$ cat src/hdl/audio_mixer_gain_ramp_top_defines.svh
// ----------------------------------------------------------------------------
// Assertion macros for the audio mixer with gain ramp.
// Each macro reports through $error and is disabled while reset is high.
// ----------------------------------------------------------------------------
`ifndef AUDIO_MIXER_GAIN_RAMP_TOP_DEFINES_SVH
`define AUDIO_MIXER_GAIN_RAMP_TOP_DEFINES_SVH

// Same-cycle implication, sampled on the rising edge of clock.
`define AMGR_ASSERT_IMPLIES(label, ante, cons, msg) \
   label: assert property (@(posedge clock) disable iff (reset) (ante) |-> (cons)) \
      else $error(msg);

// Next-cycle implication, sampled on the rising edge of clock.
`define AMGR_ASSERT_NEXT(label, ante, cons, msg) \
   label: assert property (@(posedge clock) disable iff (reset) (ante) |=> (cons)) \
      else $error(msg);

`endif

$ cat src/hdl/amgr_pkg.sv
`timescale 1ns / 1ps
// ----------------------------------------------------------------------------
// amgr_pkg
// Shared types, constants and arithmetic helpers of the gain ramp mixer.
// ----------------------------------------------------------------------------
package amgr_pkg;

   localparam int CHANNELS_DEFAULT = 4;
   localparam int PACKED_CHANNELS  = 4;
   localparam int SAMPLE_W         = 16;
   localparam int GAIN_W           = 32;
   localparam int MANT_W           = 8;
   localparam int EXP_W            = 4;
   localparam int SHAMT_W          = 5;
   localparam int CSR_INDEX_W      = 3;
   localparam int CSR_DATA_W       = 32;
   localparam int GAIN_FRAC_SHIFT  = 23;
   localparam int RAMP_SHIFT_BASE  = 16;
   localparam int BASE_SHIFT       = 9;
   localparam int OUT_MANT_SHIFT   = 7;

   localparam logic [31:0] GAIN_MANT_RESET = 32'h0000_0000;
   localparam logic [15:0] GAIN_EXP_RESET  = 16'h5555;
   localparam logic [3:0]  ENABLE_RESET    = 4'hF;
   localparam logic [3:0]  SLOPE_RESET     = 4'd4;
   localparam logic [7:0]  OUT_MANT_RESET  = 8'd128;
   localparam logic [3:0]  OUT_EXP_RESET   = 4'd5;

   typedef enum logic [CSR_INDEX_W-1:0] {
      CSR_GAIN_MANTISSAS  = 3'd0,
      CSR_GAIN_EXPONENTS  = 3'd1,
      CSR_CHANNEL_ENABLE  = 3'd2,
      CSR_RAMP_SLOPE      = 3'd3,
      CSR_OUT_GAIN_MANT   = 3'd4,
      CSR_OUT_GAIN_EXP    = 3'd5
   } csr_index_type;

   typedef struct packed {
      logic [31:0] gain_mantissas;
      logic [15:0] gain_exponents;
      logic [3:0]  channel_enable_mask;
      logic [3:0]  ramp_slope;
      logic [7:0]  out_gain_mantissa;
      logic [3:0]  out_gain_exponent;
   } amgr_cfg_type;

   typedef enum logic [1:0] {
      ST_IDLE,
      ST_RUN,
      ST_SCALE,
      ST_DONE
   } amgr_state_type;

   // Clamp a wide signed value to the 16-bit sample range.
   function automatic logic signed [SAMPLE_W-1:0] sat16(input logic signed [32:0] v);
      logic signed [32:0] hi;
      logic signed [32:0] lo;
      hi = 33'sd32767;
      lo = -33'sd32768;
      if (v > hi) begin
         return 16'sh7FFF;
      end else if (v < lo) begin
         return -16'sh8000;
      end
      return v[SAMPLE_W-1:0];
   endfunction

   // Post-multiply shift amount: base shift plus a 4-bit exponent.
   function automatic logic [SHAMT_W-1:0] mul_shift(input logic [EXP_W-1:0] ex);
      return SHAMT_W'(BASE_SHIFT) + SHAMT_W'(ex);
   endfunction

endpackage

$ cat src/hdl/amgr_if.sv
`timescale 1ns / 1ps
// ----------------------------------------------------------------------------
// amgr_req_if / amgr_rsp_if
// Valid/ready channels carrying sample vectors in and mixed samples out.
// ----------------------------------------------------------------------------
interface amgr_req_if import amgr_pkg::*; ();
   logic                       valid;
   logic                       ready;
   logic signed [SAMPLE_W-1:0] sample_ch0;
   logic signed [SAMPLE_W-1:0] sample_ch1;
   logic signed [SAMPLE_W-1:0] sample_ch2;
   logic signed [SAMPLE_W-1:0] sample_ch3;

   modport source (output valid, sample_ch0, sample_ch1, sample_ch2, sample_ch3,
                   input ready);
   modport sink (input valid, sample_ch0, sample_ch1, sample_ch2, sample_ch3,
                 output ready);
endinterface

interface amgr_rsp_if import amgr_pkg::*; ();
   logic                       valid;
   logic                       ready;
   logic signed [SAMPLE_W-1:0] mixed_sample;

   modport source (output valid, mixed_sample, input ready);
   modport sink (input valid, mixed_sample, output ready);
endinterface

$ cat src/hdl/amgr_csr.sv
`timescale 1ns / 1ps
// ----------------------------------------------------------------------------
// amgr_csr
// Configuration registers, written through a plain index/data write port.
// ----------------------------------------------------------------------------
module amgr_csr import amgr_pkg::*; (
   input  logic                   clock,
   input  logic                   reset,
   input  logic                   csr_wr_en,
   input  logic [CSR_INDEX_W-1:0] csr_index,
   input  logic [CSR_DATA_W-1:0]  csr_wdata,
   output amgr_cfg_type           cfg
);

   amgr_cfg_type cfg_ff;
   amgr_cfg_type cfg_in;

   always_comb begin
      cfg_in = cfg_ff;
      if (csr_wr_en) begin
         case (csr_index)
            CSR_GAIN_MANTISSAS: cfg_in.gain_mantissas      = csr_wdata[31:0];
            CSR_GAIN_EXPONENTS: cfg_in.gain_exponents      = csr_wdata[15:0];
            CSR_CHANNEL_ENABLE: cfg_in.channel_enable_mask = csr_wdata[3:0];
            CSR_RAMP_SLOPE:     cfg_in.ramp_slope          = csr_wdata[3:0];
            CSR_OUT_GAIN_MANT:  cfg_in.out_gain_mantissa   = csr_wdata[7:0];
            CSR_OUT_GAIN_EXP:   cfg_in.out_gain_exponent   = csr_wdata[3:0];
            default: ;
         endcase
      end
   end

   always_ff @(posedge clock) begin
      if (reset) begin
         cfg_ff.gain_mantissas      <= GAIN_MANT_RESET;
         cfg_ff.gain_exponents      <= GAIN_EXP_RESET;
         cfg_ff.channel_enable_mask <= ENABLE_RESET;
         cfg_ff.ramp_slope          <= SLOPE_RESET;
         cfg_ff.out_gain_mantissa   <= OUT_MANT_RESET;
         cfg_ff.out_gain_exponent   <= OUT_EXP_RESET;
      end else begin
         cfg_ff <= cfg_in;
      end
   end

   assign cfg = cfg_ff;

endmodule

$ cat src/hdl/amgr_gain_mem.sv
`timescale 1ns / 1ps
// ----------------------------------------------------------------------------
// amgr_gain_mem
// Per-channel gain store: one write and one registered read per cycle.
// Entries never written since reset read as zero through their valid bits.
// ----------------------------------------------------------------------------
module amgr_gain_mem import amgr_pkg::*; #(
   parameter int DEPTH = CHANNELS_DEFAULT,
   localparam int AW = (DEPTH > 1) ? $clog2(DEPTH) : 1
) (
   input  logic              clock,
   input  logic              reset,
   input  logic              rd_en,
   input  logic [AW-1:0]     rd_addr,
   output logic [GAIN_W-1:0] rd_data,
   input  logic              wr_en,
   input  logic [AW-1:0]     wr_addr,
   input  logic [GAIN_W-1:0] wr_data
);

   logic [GAIN_W-1:0] mem [DEPTH];
   logic [DEPTH-1:0]  valid_ff;
   logic [GAIN_W-1:0] rd_data_ff;

   always_ff @(posedge clock) begin
      if (wr_en) begin
         mem[wr_addr] <= wr_data;
      end
   end

   always_ff @(posedge clock) begin
      if (reset) begin
         valid_ff <= '0;
      end else if (wr_en) begin
         valid_ff[wr_addr] <= 1'b1;
      end
   end

   always_ff @(posedge clock) begin
      if (rd_en) begin
         rd_data_ff <= valid_ff[rd_addr] ? mem[rd_addr] : '0;
      end
   end

   assign rd_data = rd_data_ff;

endmodule

$ cat src/hdl/amgr_core.sv
`timescale 1ns / 1ps
// ----------------------------------------------------------------------------
// amgr_core
// Mixing sequencer: walks the channels one per cycle against the gain store,
// accumulates with saturation, steps each gain, then applies output gain.
// ----------------------------------------------------------------------------
module amgr_core import amgr_pkg::*; #(
   parameter int CHANNELS = CHANNELS_DEFAULT,
   localparam int AW = (CHANNELS > 1) ? $clog2(CHANNELS) : 1
) (
   input  logic              clock,
   input  logic              reset,
   input  amgr_cfg_type      cfg,
   amgr_req_if.sink          req_ch,
   amgr_rsp_if.source        rsp_ch,
   output logic              mem_rd_en,
   output logic [AW-1:0]     mem_rd_addr,
   input  logic [GAIN_W-1:0] mem_rd_data,
   output logic              mem_wr_en,
   output logic [AW-1:0]     mem_wr_addr,
   output logic [GAIN_W-1:0] mem_wr_data
);

   amgr_state_type             state_ff, state_in;
   logic [AW-1:0]              ch_ff, ch_in;
   logic signed [SAMPLE_W-1:0] sum_ff, sum_in;
   logic signed [31:0]         prod_ff, prod_in;
   logic                       rsp_valid_ff, rsp_valid_in;
   logic signed [SAMPLE_W-1:0] rsp_data_ff, rsp_data_in;
   logic signed [SAMPLE_W-1:0] samples_ff [PACKED_CHANNELS];
   logic signed [SAMPLE_W-1:0] samples_in [PACKED_CHANNELS];

   logic                       accept;
   logic [2:0]                 ch_sel;
   logic [MANT_W-1:0]          mant;
   logic [EXP_W-1:0]           ex;
   logic                       en;
   logic signed [GAIN_W-1:0]   cur;
   logic signed [15:0]         gain_hi;
   logic signed [31:0]         mix_prod;
   logic signed [31:0]         term;
   logic signed [32:0]         acc;
   logic signed [32:0]         target;
   logic signed [32:0]         diff;
   logic [SHAMT_W-1:0]         ramp_shift;
   logic signed [32:0]         step;
   logic signed [32:0]         upd;
   logic signed [15:0]         out_gain;
   logic signed [31:0]         scaled;

   assign accept = req_ch.valid && req_ch.ready;

   // Channel field selection; channels past the packed four read a zero mantissa.
   assign ch_sel = 3'(ch_ff);
   assign mant   = ch_sel[2] ? '0 : cfg.gain_mantissas[ch_sel[1:0]*MANT_W +: MANT_W];
   assign ex     = cfg.gain_exponents[ch_sel[1:0]*EXP_W +: EXP_W];
   assign en     = cfg.channel_enable_mask[ch_sel[1:0]];

   // Channel term and saturating accumulation.
   assign cur      = signed'(mem_rd_data);
   assign gain_hi  = signed'(mem_rd_data[GAIN_W-1:16]);
   assign mix_prod = 32'(samples_ff[ch_sel[1:0]]) * 32'(gain_hi);
   assign term     = mix_prod >>> mul_shift(ex);
   assign acc      = 33'(sum_ff) + 33'(term);

   // First-order gain step toward the target.
   assign target     = en ? {2'b00, mant, {GAIN_FRAC_SHIFT{1'b0}}} : '0;
   assign diff       = target - 33'(cur);
   assign ramp_shift = en ? SHAMT_W'(RAMP_SHIFT_BASE) - SHAMT_W'(cfg.ramp_slope)
                          : SHAMT_W'(RAMP_SHIFT_BASE) - SHAMT_W'(cfg.ramp_slope >> 1);
   assign step       = diff >>> ramp_shift;
   assign upd        = 33'(cur) + step;

   // Output gain.
   assign out_gain = signed'({1'b0, cfg.out_gain_mantissa, {OUT_MANT_SHIFT{1'b0}}});
   assign scaled   = prod_ff >>> mul_shift(cfg.out_gain_exponent);

   always_comb begin
      samples_in[0] = accept ? req_ch.sample_ch0 : samples_ff[0];
      samples_in[1] = accept ? req_ch.sample_ch1 : samples_ff[1];
      samples_in[2] = accept ? req_ch.sample_ch2 : samples_ff[2];
      samples_in[3] = accept ? req_ch.sample_ch3 : samples_ff[3];
   end

   always_comb begin
      state_in     = state_ff;
      ch_in        = ch_ff;
      sum_in       = sum_ff;
      prod_in      = prod_ff;
      rsp_valid_in = rsp_valid_ff && !rsp_ch.ready;
      rsp_data_in  = rsp_data_ff;
      mem_rd_en    = 1'b0;
      mem_rd_addr  = ch_ff;
      mem_wr_en    = 1'b0;
      mem_wr_addr  = ch_ff;
      mem_wr_data  = upd[GAIN_W-1:0];
      case (state_ff)
         ST_IDLE: begin
            if (accept) begin
               mem_rd_en   = 1'b1;
               mem_rd_addr = '0;
               ch_in       = '0;
               sum_in      = '0;
               state_in    = ST_RUN;
            end
         end
         ST_RUN: begin
            if (mant == '0) begin
               state_in = ST_SCALE;
            end else begin
               sum_in    = sat16(acc);
               mem_wr_en = 1'b1;
               if (ch_ff == AW'(CHANNELS - 1)) begin
                  state_in = ST_SCALE;
               end else begin
                  mem_rd_en   = 1'b1;
                  mem_rd_addr = ch_ff + AW'(1);
                  ch_in       = ch_ff + AW'(1);
               end
            end
         end
         ST_SCALE: begin
            prod_in  = 32'(sum_ff) * 32'(out_gain);
            state_in = ST_DONE;
         end
         ST_DONE: begin
            if (!rsp_valid_ff || rsp_ch.ready) begin
               rsp_valid_in = 1'b1;
               rsp_data_in  = sat16(33'(scaled));
               state_in     = ST_IDLE;
            end
         end
         default: state_in = ST_IDLE;
      endcase
   end

   always_ff @(posedge clock) begin
      if (reset) begin
         state_ff     <= ST_IDLE;
         rsp_valid_ff <= 1'b0;
      end else begin
         state_ff     <= state_in;
         rsp_valid_ff <= rsp_valid_in;
      end
   end

   always_ff @(posedge clock) begin
      ch_ff       <= ch_in;
      sum_ff      <= sum_in;
      prod_ff     <= prod_in;
      rsp_data_ff <= rsp_data_in;
      samples_ff  <= samples_in;
   end

   assign req_ch.ready        = (state_ff == ST_IDLE);
   assign rsp_ch.valid        = rsp_valid_ff;
   assign rsp_ch.mixed_sample = rsp_data_ff;

endmodule

$ cat src/hdl/audio_mixer_gain_ramp_top.sv
`timescale 1ns / 1ps
// ----------------------------------------------------------------------------
// audio_mixer_gain_ramp_top
// Mixer with per-channel first-order gain ramps and a saturating output gain.
// ----------------------------------------------------------------------------
// Usage:
// The req_ch channel carries one transaction per sample vector, one signed
// 16-bit sample per input channel. The rsp_ch channel returns one transaction
// holding the mixed, output-scaled and saturated sample. Both use valid/ready.
// Channels are mixed in order until the first one whose gain mantissa is zero.
// Each mixed channel's gain lives in a small gain memory; one channel is read,
// accumulated and written back per cycle, with the next channel's read issued
// in the same cycle. When the walk stops before the last channel, a further
// step sees the zero mantissa, so the walk takes that step even when no
// channel is mixed. The sum is then multiplied by the output gain in
// ST_SCALE, and the shifted, saturated result is registered in ST_DONE. A
// new request is taken only once the sequencer is back in ST_IDLE, so not
// before the previous one has finished its walk and output scaling.
// The response register holds a finished result while the receiver stalls;
// the next request is still taken and processed, and waits for the register
// to drain only at its final step. Reset clears the sequencer, restores the
// configuration defaults and returns every channel gain to zero.
// Configuration is written through csr_wr_en/csr_index/csr_wdata while idle.
// ----------------------------------------------------------------------------
`include "audio_mixer_gain_ramp_top_defines.svh"

module audio_mixer_gain_ramp_top import amgr_pkg::*; #(
   parameter int CHANNELS = CHANNELS_DEFAULT
) (
   input  logic                   clock,
   input  logic                   reset,
   input  logic                   csr_wr_en,
   input  logic [CSR_INDEX_W-1:0] csr_index,
   input  logic [CSR_DATA_W-1:0]  csr_wdata,
   amgr_req_if.sink               req_ch,
   amgr_rsp_if.source             rsp_ch
);

   localparam int AW = (CHANNELS > 1) ? $clog2(CHANNELS) : 1;

   amgr_cfg_type      cfg;
   logic              mem_rd_en;
   logic [AW-1:0]     mem_rd_addr;
   logic [GAIN_W-1:0] mem_rd_data;
   logic              mem_wr_en;
   logic [AW-1:0]     mem_wr_addr;
   logic [GAIN_W-1:0] mem_wr_data;

   // Configuration registers.
   amgr_csr u_csr (
      .clock     (clock),
      .reset     (reset),
      .csr_wr_en (csr_wr_en),
      .csr_index (csr_index),
      .csr_wdata (csr_wdata),
      .cfg       (cfg)
   );

   // Channel gain store, zero after reset.
   amgr_gain_mem #(
      .DEPTH (CHANNELS)
   ) u_gain_mem (
      .clock   (clock),
      .reset   (reset),
      .rd_en   (mem_rd_en),
      .rd_addr (mem_rd_addr),
      .rd_data (mem_rd_data),
      .wr_en   (mem_wr_en),
      .wr_addr (mem_wr_addr),
      .wr_data (mem_wr_data)
   );

   // Channel walk, accumulation, gain stepping and output scaling.
   amgr_core #(
      .CHANNELS (CHANNELS)
   ) u_core (
      .clock       (clock),
      .reset       (reset),
      .cfg         (cfg),
      .req_ch      (req_ch),
      .rsp_ch      (rsp_ch),
      .mem_rd_en   (mem_rd_en),
      .mem_rd_addr (mem_rd_addr),
      .mem_rd_data (mem_rd_data),
      .mem_wr_en   (mem_wr_en),
      .mem_wr_addr (mem_wr_addr),
      .mem_wr_data (mem_wr_data)
   );

   // The walk never reads the entry it is writing back in the same cycle.
   `AMGR_ASSERT_IMPLIES(a_no_rw_collision, mem_rd_en && mem_wr_en,
                        mem_rd_addr != mem_wr_addr,
                        "gain memory read and write hit the same entry")
   // Gains are written back only while a transaction is in flight.
   `AMGR_ASSERT_IMPLIES(a_write_only_busy, mem_wr_en, !req_ch.ready,
                        "gain write-back while the mixer is idle")
   // A request transaction starts the walk, so no second one is taken next cycle.
   `AMGR_ASSERT_NEXT(a_busy_after_accept, req_ch.valid && req_ch.ready, !req_ch.ready,
                     "request taken while the previous one is still mixing")

endmodule
$ cat src/flat_wrapper.sv
// flat-port wrapper written by rule: the top's interface ports become plain ports
module audio_mixer_gain_ramp_top_flat import amgr_pkg::*;
#(
   parameter int CHANNELS = CHANNELS_DEFAULT
)
  (clock, reset, csr_wr_en, csr_index, csr_wdata, req_ch_valid, req_ch_sample_ch0, req_ch_sample_ch1, req_ch_sample_ch2, req_ch_sample_ch3, req_ch_ready, rsp_ch_valid, rsp_ch_mixed_sample, rsp_ch_ready);
  amgr_req_if req_ch_i ();
  amgr_rsp_if rsp_ch_i ();
  input  logic clock;
  input  logic reset;
  input  logic csr_wr_en;
  input  logic [CSR_INDEX_W-1:0] csr_index;
  input  logic [CSR_DATA_W-1:0] csr_wdata;
  input wire logic [$bits(req_ch_i.valid)-1:0] req_ch_valid;
  input wire logic [$bits(req_ch_i.sample_ch0)-1:0] req_ch_sample_ch0;
  input wire logic [$bits(req_ch_i.sample_ch1)-1:0] req_ch_sample_ch1;
  input wire logic [$bits(req_ch_i.sample_ch2)-1:0] req_ch_sample_ch2;
  input wire logic [$bits(req_ch_i.sample_ch3)-1:0] req_ch_sample_ch3;
  output wire logic [$bits(req_ch_i.ready)-1:0] req_ch_ready;
  output wire logic [$bits(rsp_ch_i.valid)-1:0] rsp_ch_valid;
  output wire logic [$bits(rsp_ch_i.mixed_sample)-1:0] rsp_ch_mixed_sample;
  input wire logic [$bits(rsp_ch_i.ready)-1:0] rsp_ch_ready;
  assign req_ch_i.valid = req_ch_valid;
  assign req_ch_i.sample_ch0 = req_ch_sample_ch0;
  assign req_ch_i.sample_ch1 = req_ch_sample_ch1;
  assign req_ch_i.sample_ch2 = req_ch_sample_ch2;
  assign req_ch_i.sample_ch3 = req_ch_sample_ch3;
  assign req_ch_ready = req_ch_i.ready;
  assign rsp_ch_valid = rsp_ch_i.valid;
  assign rsp_ch_mixed_sample = rsp_ch_i.mixed_sample;
  assign rsp_ch_i.ready = rsp_ch_ready;
  audio_mixer_gain_ramp_top #(.CHANNELS(CHANNELS)) u_core (.clock(clock), .reset(reset), .csr_wr_en(csr_wr_en), .csr_index(csr_index), .csr_wdata(csr_wdata), .req_ch(req_ch_i), .rsp_ch(rsp_ch_i));
endmodule
$ cat config.mk
export PLATFORM = sky130hd
export DESIGN_NAME = audio_mixer_gain_ramp_top_flat
export DESIGN_NICKNAME = d
export VERILOG_FILES = /design/src/hdl/amgr_pkg.sv /design/src/hdl/amgr_if.sv /design/src/hdl/amgr_csr.sv /design/src/hdl/amgr_gain_mem.sv /design/src/hdl/amgr_core.sv /design/src/hdl/audio_mixer_gain_ramp_top.sv /design/src/flat_wrapper.sv
export VERILOG_INCLUDE_DIRS = /design/src /design/src/hdl
export SDC_FILE = /design/constraint.sdc
export NUM_CORES = 2
export LEC_CHECK = 0
export ABC_AREA = 0
export BUFFER_PORTS_ARGS = -buffer_cell sky130_fd_sc_hd__buf_2
export CAP_MARGIN = 20
export CORE_UTILIZATION = 55
export CTS_CLUSTER_SIZE = 20
export DETAILED_ROUTE_END_ITERATION = 8
export PLACE_DENSITY = 0.75
export RECOVER_POWER = 100
export SLEW_MARGIN = 20
export SYNTH_ARGS = -nofsm -noshare
export SYNTH_HDL_FRONTEND = slang
export SYNTH_SLANG_ARGS = --single-unit
export TNS_END_PERCENT = 20
$ cat constraint.sdc
create_clock -name clock -period 13.06 [get_ports clock]
set_input_delay 1.959 -clock clock [delete_from_list [all_inputs] [get_ports clock]]
set_output_delay 1.959 -clock clock [all_outputs]
set_load 0.02 [all_outputs]
---- After elaboration in Yosys (flattened, before gate mapping) ----
Memories as Yosys holds them, arrays and structs flattened. A register that Yosys moved wholly into a read port is not among the register bits.
Index checks and enable logic that the tools add are counted.
word-level totals
  register bits after elaboration ......... 198
  RAM bits ................................ 128
  bits of input ports ..................... 104
  output and inout port bits .............. 18
  word-level logic and storage cells ...... 123
  memories ................................ 1
memory list
  name                   words  bits a word  rd ports  clocked after Yosys merged registers in  wr ports  line                 text
  u_core.u_gain_mem.mem  4      32           1         1                                        1         amgr_gain_mem.sv:21  logic [GAIN_W-1:0] mem [DEPTH];
cells by class
  add/subtract/negate cells ............... 8
  multipliers ............................. 2
  order comparisons ....................... 8
  eq/ne operators ......................... 13
  shifts and indexed selects .............. 5
  mux-type cells .......................... 47
  bitwise gates (word level) .............. 2
  reduce and logical (&&, ||, !) cells .... 20
operators by type and width
  cell                                                                               number
  16-bit two-way mux                                                                 10
  32-bit by 5-bit >>> shifter with 32-bit output                                     2
  16-bit by 32-bit adder with 33-bit output                                          1
  33-bit by 16-bit greater-than comparator with 1-bit output, second input constant  1
  33-bit by 16-bit less-than comparator with 1-bit output, second input constant     1
  33-bit by 5-bit >>> shifter with 32-bit output                                     1
  32-bit by 32-bit subtractor with 33-bit output                                     1
  32-bit adder                                                                       1
  16-bit binary-select mux with 2-bit select                                         1
  32-bit by 16-bit greater-than comparator with 1-bit output, second input constant  1
  32-bit by 16-bit less-than comparator with 1-bit output, second input constant     1
  16-bit by 16-bit multiplier with 32-bit output                                     1
  16-bit case mux with 2 select lines                                                1
  32-bit by 6-bit indexed part select with 8-bit output                              1
  31-bit two-way mux                                                                 1
  16-bit by 9-bit multiplier with 25-bit output                                      1
  1-bit two-way mux                                                                  20
  16-bit by 5-bit indexed part select with 4-bit output                              1
  2-bit two-way mux                                                                  7
  2-bit AND reduction                                                                7
  4-bit by 4-bit adder with 5-bit output, first input constant                       2
  8-bit zero test                                                                    1
  2-bit case mux with 4 select lines                                                 1
  2-bit == test, second input constant                                               3
  27 further kinds                                                                   37

---- Longest topological paths before layout ----
  word-level depth ........................ 15
  gate-level depth with buffers ........... 48
  mapped depth without buffers ............ 41

---- Cells and area by module ----
Synthesis repeated with hierarchy kept, for this count alone.
unflattened totals
  cell total of the unflattened synthesis .. 4091
  area, all modules ....................... 38892.3 sq um
by module, submodules not included
  module         times used  cells an instance  area each (sq um)
  amgr_core      1           3566               29876.2
  amgr_gain_mem  1           251                6150.9
  amgr_csr       1           274                2865.2

---- Worst setup path before layout ----
No wires, ideal clock.
  path type ............................... reg2reg
  from .................................... reg u_core.u_core.ch_ff[0] (netlist: u_core.u_core.mem_wr_addr[0])
  to ...................................... reg u_core.u_core.sum_ff[11], data pin
  library setup time ...................... 0.274 ns
  arrival time ............................ 11.176 ns
  slack ................................... 1.610 ns
  cell stages (with the launch flop) ...... 44
  buffers on the path ..................... 7
  period minus slack after synthesis ...... 11.450 ns
  cell sequence ........................... dfxtp_1 buf_6 buf_2 buf_1 buf_2 mux4_2 clkbuf_1 nor2_1 fa_1 fa_1 fa_1 fa_1 fa_1 inv_1 fa_1 inv_1 ha_1 buf_2 [... 8 more ...] o2111ai_1 and3_1 o31ai_1 ha_1 inv_1 fa_1 nand2b_1 a21oi_1 o21a_2 a211oi_4 o21a_4 o21ai_1 mux2_2 a31oi_1 nand4_1 o41ai_4 buf_6 o311ai_2
on the way
  cells in the longest elaborated chain, start to end .. 15
ends and longest elaborated chain
  what                                                     line              text
  start: declaration                                       amgr_core.sv:25   logic [AW-1:0] ch_ff, ch_in;
  start signal: assignment                                 amgr_core.sv:148  ch_ff <= ch_in;
  2-bit inverter with 3-bit output (not written as such)   amgr_core.sv:62   assign mix_prod = 32'(samples_ff[ch_sel[1:0]]) * 32'(gain_hi);
  16-bit binary-select mux with 2-bit select               amgr_core.sv:62
  16-bit two-way mux (not written as such) (2 in a row)    amgr_core.sv:62
  16-bit by 16-bit multiplier with 32-bit output           amgr_core.sv:62
  32-bit by 5-bit >>> shifter with 32-bit output *         amgr_core.sv:63   assign term = mix_prod >>> mul_shift(ex);
  16-bit by 32-bit adder with 33-bit output *              amgr_core.sv:64   assign acc = 33'(sum_ff) + 33'(term);
  33-bit by 16-bit less-than comparator with 1-bit output  amgr_pkg.sv:62    end else if (v < lo) begin
  1-bit two-way mux                                        amgr_pkg.sv:62
  1-bit two-way mux                                        amgr_pkg.sv:60    if (v > hi) begin
  1-bit two-way mux                                        amgr_core.sv:108  if (mant == '0) begin
  1-bit two-way mux                                        amgr_core.sv:97   case (state_ff)
  16-bit two-way mux *                                     amgr_pkg.sv:65    return v[SAMPLE_W-1:0];
  16-bit two-way mux *                                     amgr_core.sv:108
  16-bit case mux with 2 select lines *                    amgr_core.sv:97
  end signal: assignment                                   amgr_core.sv:149  sum_ff <= sum_in;
  end: declaration                                         amgr_core.sv:26   logic signed [SAMPLE_W-1:0] sum_ff, sum_in;
Mark *: on every way between the ends. The rest lies on a longest branch, timed or not. The select of a mux whose other input is x is not followed.
A chain may end at the register's enable or synchronous reset.

---- Worst setup path in the final report ----
  from .................................... reg u_core.u_core.ch_ff[0] (netlist: u_core.u_core.mem_wr_addr[0])
  to ...................................... reg u_core.u_core.sum_ff[6], data pin
The elaborated chain is that of the path after synthesis.

==> results.md <==
* Crit-path max cell delay at 770 ps
* Share of cells above drive strength 1 at 7.726%
* Reg area at roughly 10000 sq um
* Die Span X at between 200 and 300 microns
* Vias per cell at a little under 6
* Clk slew on worst S/H paths at ~60 ps
* Warnings, synthesis at 0
* Final setup violation count at 0
* Crit Path Class: flop to flop
* Post-DP HPWL at 74220 microns
* Slew Limit Fails at roughly 390
* Placer Congestion at between 0.9 and 1
* Setup crit start kind: flop
* Top post-synthesis cells by count: nand2_1 (661), inv_1 (535), fa_1 (366), edfxtp_1 (281), a21oi_1 (249)
* Syn Nets at just under 5000
* # Post-CTS Setup Buffers at 0
* Routed WL at just under 100000 microns
* Final period utilization at 92.79%
* Worst min path class: flop to flop
* Crit. End Element: flop
* Fmax at between 0.08 and 0.09 GHz
* Pin count of the biggest net entering global routing at between 70 and 80
* Multi-input combinational cell area at 25560 sq um
* Count leader, synth: nand2_1
* Worst-Margin Slew at between 3000 and 4000 ps
* Die area at about 70000 sq um
* Share of Yosys cell area claimed by the top area cell type at 21.92%
* Port Buffers at approximately 120
* First-pass GRT wire length at about 160000 microns
* Crit Path Max Fanout at 17
* Top post-synthesis cells by area: edfxtp_1 (22%), fa_1 (19%), ha_1 (6.9%), nand2_1 (6.4%), inv_1 (5.2%)
* Initial antenna violation count at 1
* Vias at just over 30000
* Initial DRC count at roughly 3100
* Clk_lat worst skew at roughly 600 ps
* Rows at 96
* Required @ worst endpoint at roughly 13000 ps
* Slew headroom at -129.3%
* Gate Count Post-Synth at between 4000 and 5000
* Clock H-tree levels at 2
* #FFs+latches synth at around 360
* Root buffer cell: clkbuf_16
* CTS buffer count at 42
* CTS tree: done
* Post-synthesis sequential area ratio at 25.93%
* Syn Area/Cell at ~9 sq um
* Hold buffer count at CTS at 0
* Hold Fails Final Rpt at 0
* Clk sinks at approximately 360
* Status: finished, violations left
* Placed Cells at around 5100
* Clock skew at around 54 ps
* CORE AREA at roughly 70000 sq um
* Overflow after GRT at 0
* Vias in the first global route at ~30000
* Number of synthesized flops with an enable pin at ~280
* Wire per inst at around 19 microns
* Crit path time final at ~12000 ps
* Ys flop type: edfxtp_1
* Post-CTS Resized at 0
* Sum of negative setup slack at 0 ps
* Clk buf depth at 3
* Distinct cells, synth at 103
* Synthesized area at 38490 sq um
* Starting Density at 55.82%
* Fin nets at between 4000 and 5000
* Arr. time, crit path at 12390 ps
* All-Layer GR Usage at ~28%
* Post-route non-filler standard cell count at between 5000 and 6000
* Cell taking the most area after synthesis: edfxtp_1
* IO Count at about 120
* ANT nets after route at 0
* Synth async-reset ratio at 0%
* # Max-Cap Violations at 13
* Remaining DRCs at 0
* Die height at roughly 270 microns
* Crit-path most repeated cell: fa_1
* Failing checks: max-capacitance violations, max-slew violations
* Unrepaired setup endpoints after global routing: false
* Fill count at roughly 6000
* Initial DRT Pass Iterations at 6
* Synth-to-layout area growth at 6.537%
* CP max stage cell: mux4_2
==> final cells by class <==
type / instances / area share [%]
well taps: 931 / 2.841
repair buffers: 170 / 2.166
flip-flops and latches: 358 / 24.34
diodes: 1 / 0.006103
clock inverters: 17 / 0.5309
inverters: 537 / 4.916
clock buffers: 60 / 2.859
multi-input cells: 3142 / 62.34
==> critical path: cells and delay by family (launching register included) <==
family          cells  cell delay (ps)
compound gates     14             3090
fa+ha+maj           9             4360
buf+inv             8             1230
flops               1              680
mux                 2             1150
simple gates        6             1230
==> logic make-up (layout without fill, tap and decap cells) <==
logic type	after synthesis	count (layout)	synth area share, %
AND/OR/NAND/NOR	1457	1457	17.89
AO/OA/AOI/OAI	825	825	14.39
buffers and inverters	769	784	7.692
adder cells (fa/ha/maj)	577	577	25.90
flip-flops	358	358	25.93
multiplexers	163	163	5.471
XOR/XNOR	120	120	2.731
other	0	1	0
==> per-layer routing <==
| metal | vias up | global-route usage, % | share of wire [%] |
|---|---|---|---|
| met5 | - | 0 | 0 |
| met4 | 0 | 8.201 | 2.7 |
| met3 | 176 | 4.336 | 8.4 |
| met2 | 1276 | 44.95 | 45 |
| met1 | 14960 | 39.78 | 43 |
| li1 | 14460 | - | - |
==> through the flow <==
step / utilization [%] / hold WS (ps) / setup slack [ps] / area [sq um]
3_5_place_dp: 57.66 / 446.3 / 1052 / 39750
5_1_grt: 59.47 / 475.6 / 127.5 / 41000
6_report: 59.47 / 450.8 / 941.5 / 41000
2_1_floorplan: - / 432.1 / 1610 / 38490
3_3_place_gp: 57.66 / 438.8 / 1334 / 39750
4_1_cts: 59.68 / 454.2 / 980.5 / 41140
==> worst paths after layout <==
check | start | endpoint | slack [ps] | cells past startpoint
hold reg to reg | u_core.u_csr.cfg[23] | u_core.u_csr.cfg[23] | 450 | 2
setup / recovery | u_core.u_core.mem_wr_addr[0] | u_core.u_core.sum_ff[6] | 940 | 39
setup reg to reg | u_core.u_core.mem_wr_addr[0] | u_core.u_core.sum_ff[6] | 940 | 39
hold / removal | u_core.u_csr.cfg[23] | u_core.u_csr.cfg[23] | 450 | 2
==> state kept, by name (all words and copies together) (netlist names) <==
| name | cells |
|---|---|
| u_core.u_core.mem_wr_addr | 2 |
| u_core.u_core.prod_ff | 25 |
| u_core.u_core.rsp_ch.mixed_sample | 16 |
| u_core.u_core.rsp_ch.valid | 1 |
| u_core.u_core.samples_ff | 64 |
| u_core.u_core.state_ff | 2 |
| u_core.u_core.sum_ff | 16 |
| u_core.u_csr.cfg | 68 |
| u_core.u_gain_mem.mem | 128 |
| u_core.u_gain_mem.rd_data | 32 |
| u_core.u_gain_mem.valid_ff | 4 |
==> cells in the final DEF, fill, tap and decap left out, types with 34 or more instances in the layout <==
cell and n:
clkbuf_16 42, buf_4 34, clkbuf_1 50, fa_1 366, o21ai_0 157, a311oi_1 39, and3_1 61, xnor2_1 85
inv_1 535, buf_2 98, ha_1 211, mux2i_1 92, edfxtp_1 281, mux2_2 35, nor2_1 216, a21o_1 52
nand2_1 660, nor3_1 55, mux4_2 34, a21oi_1 248, nand3_1 77, and2_1 215, dfxtp_1 75, o211ai_1 35
Power is not shown: default switching activity piles up to over one toggle a cycle in this logic, so the estimate is an artifact.
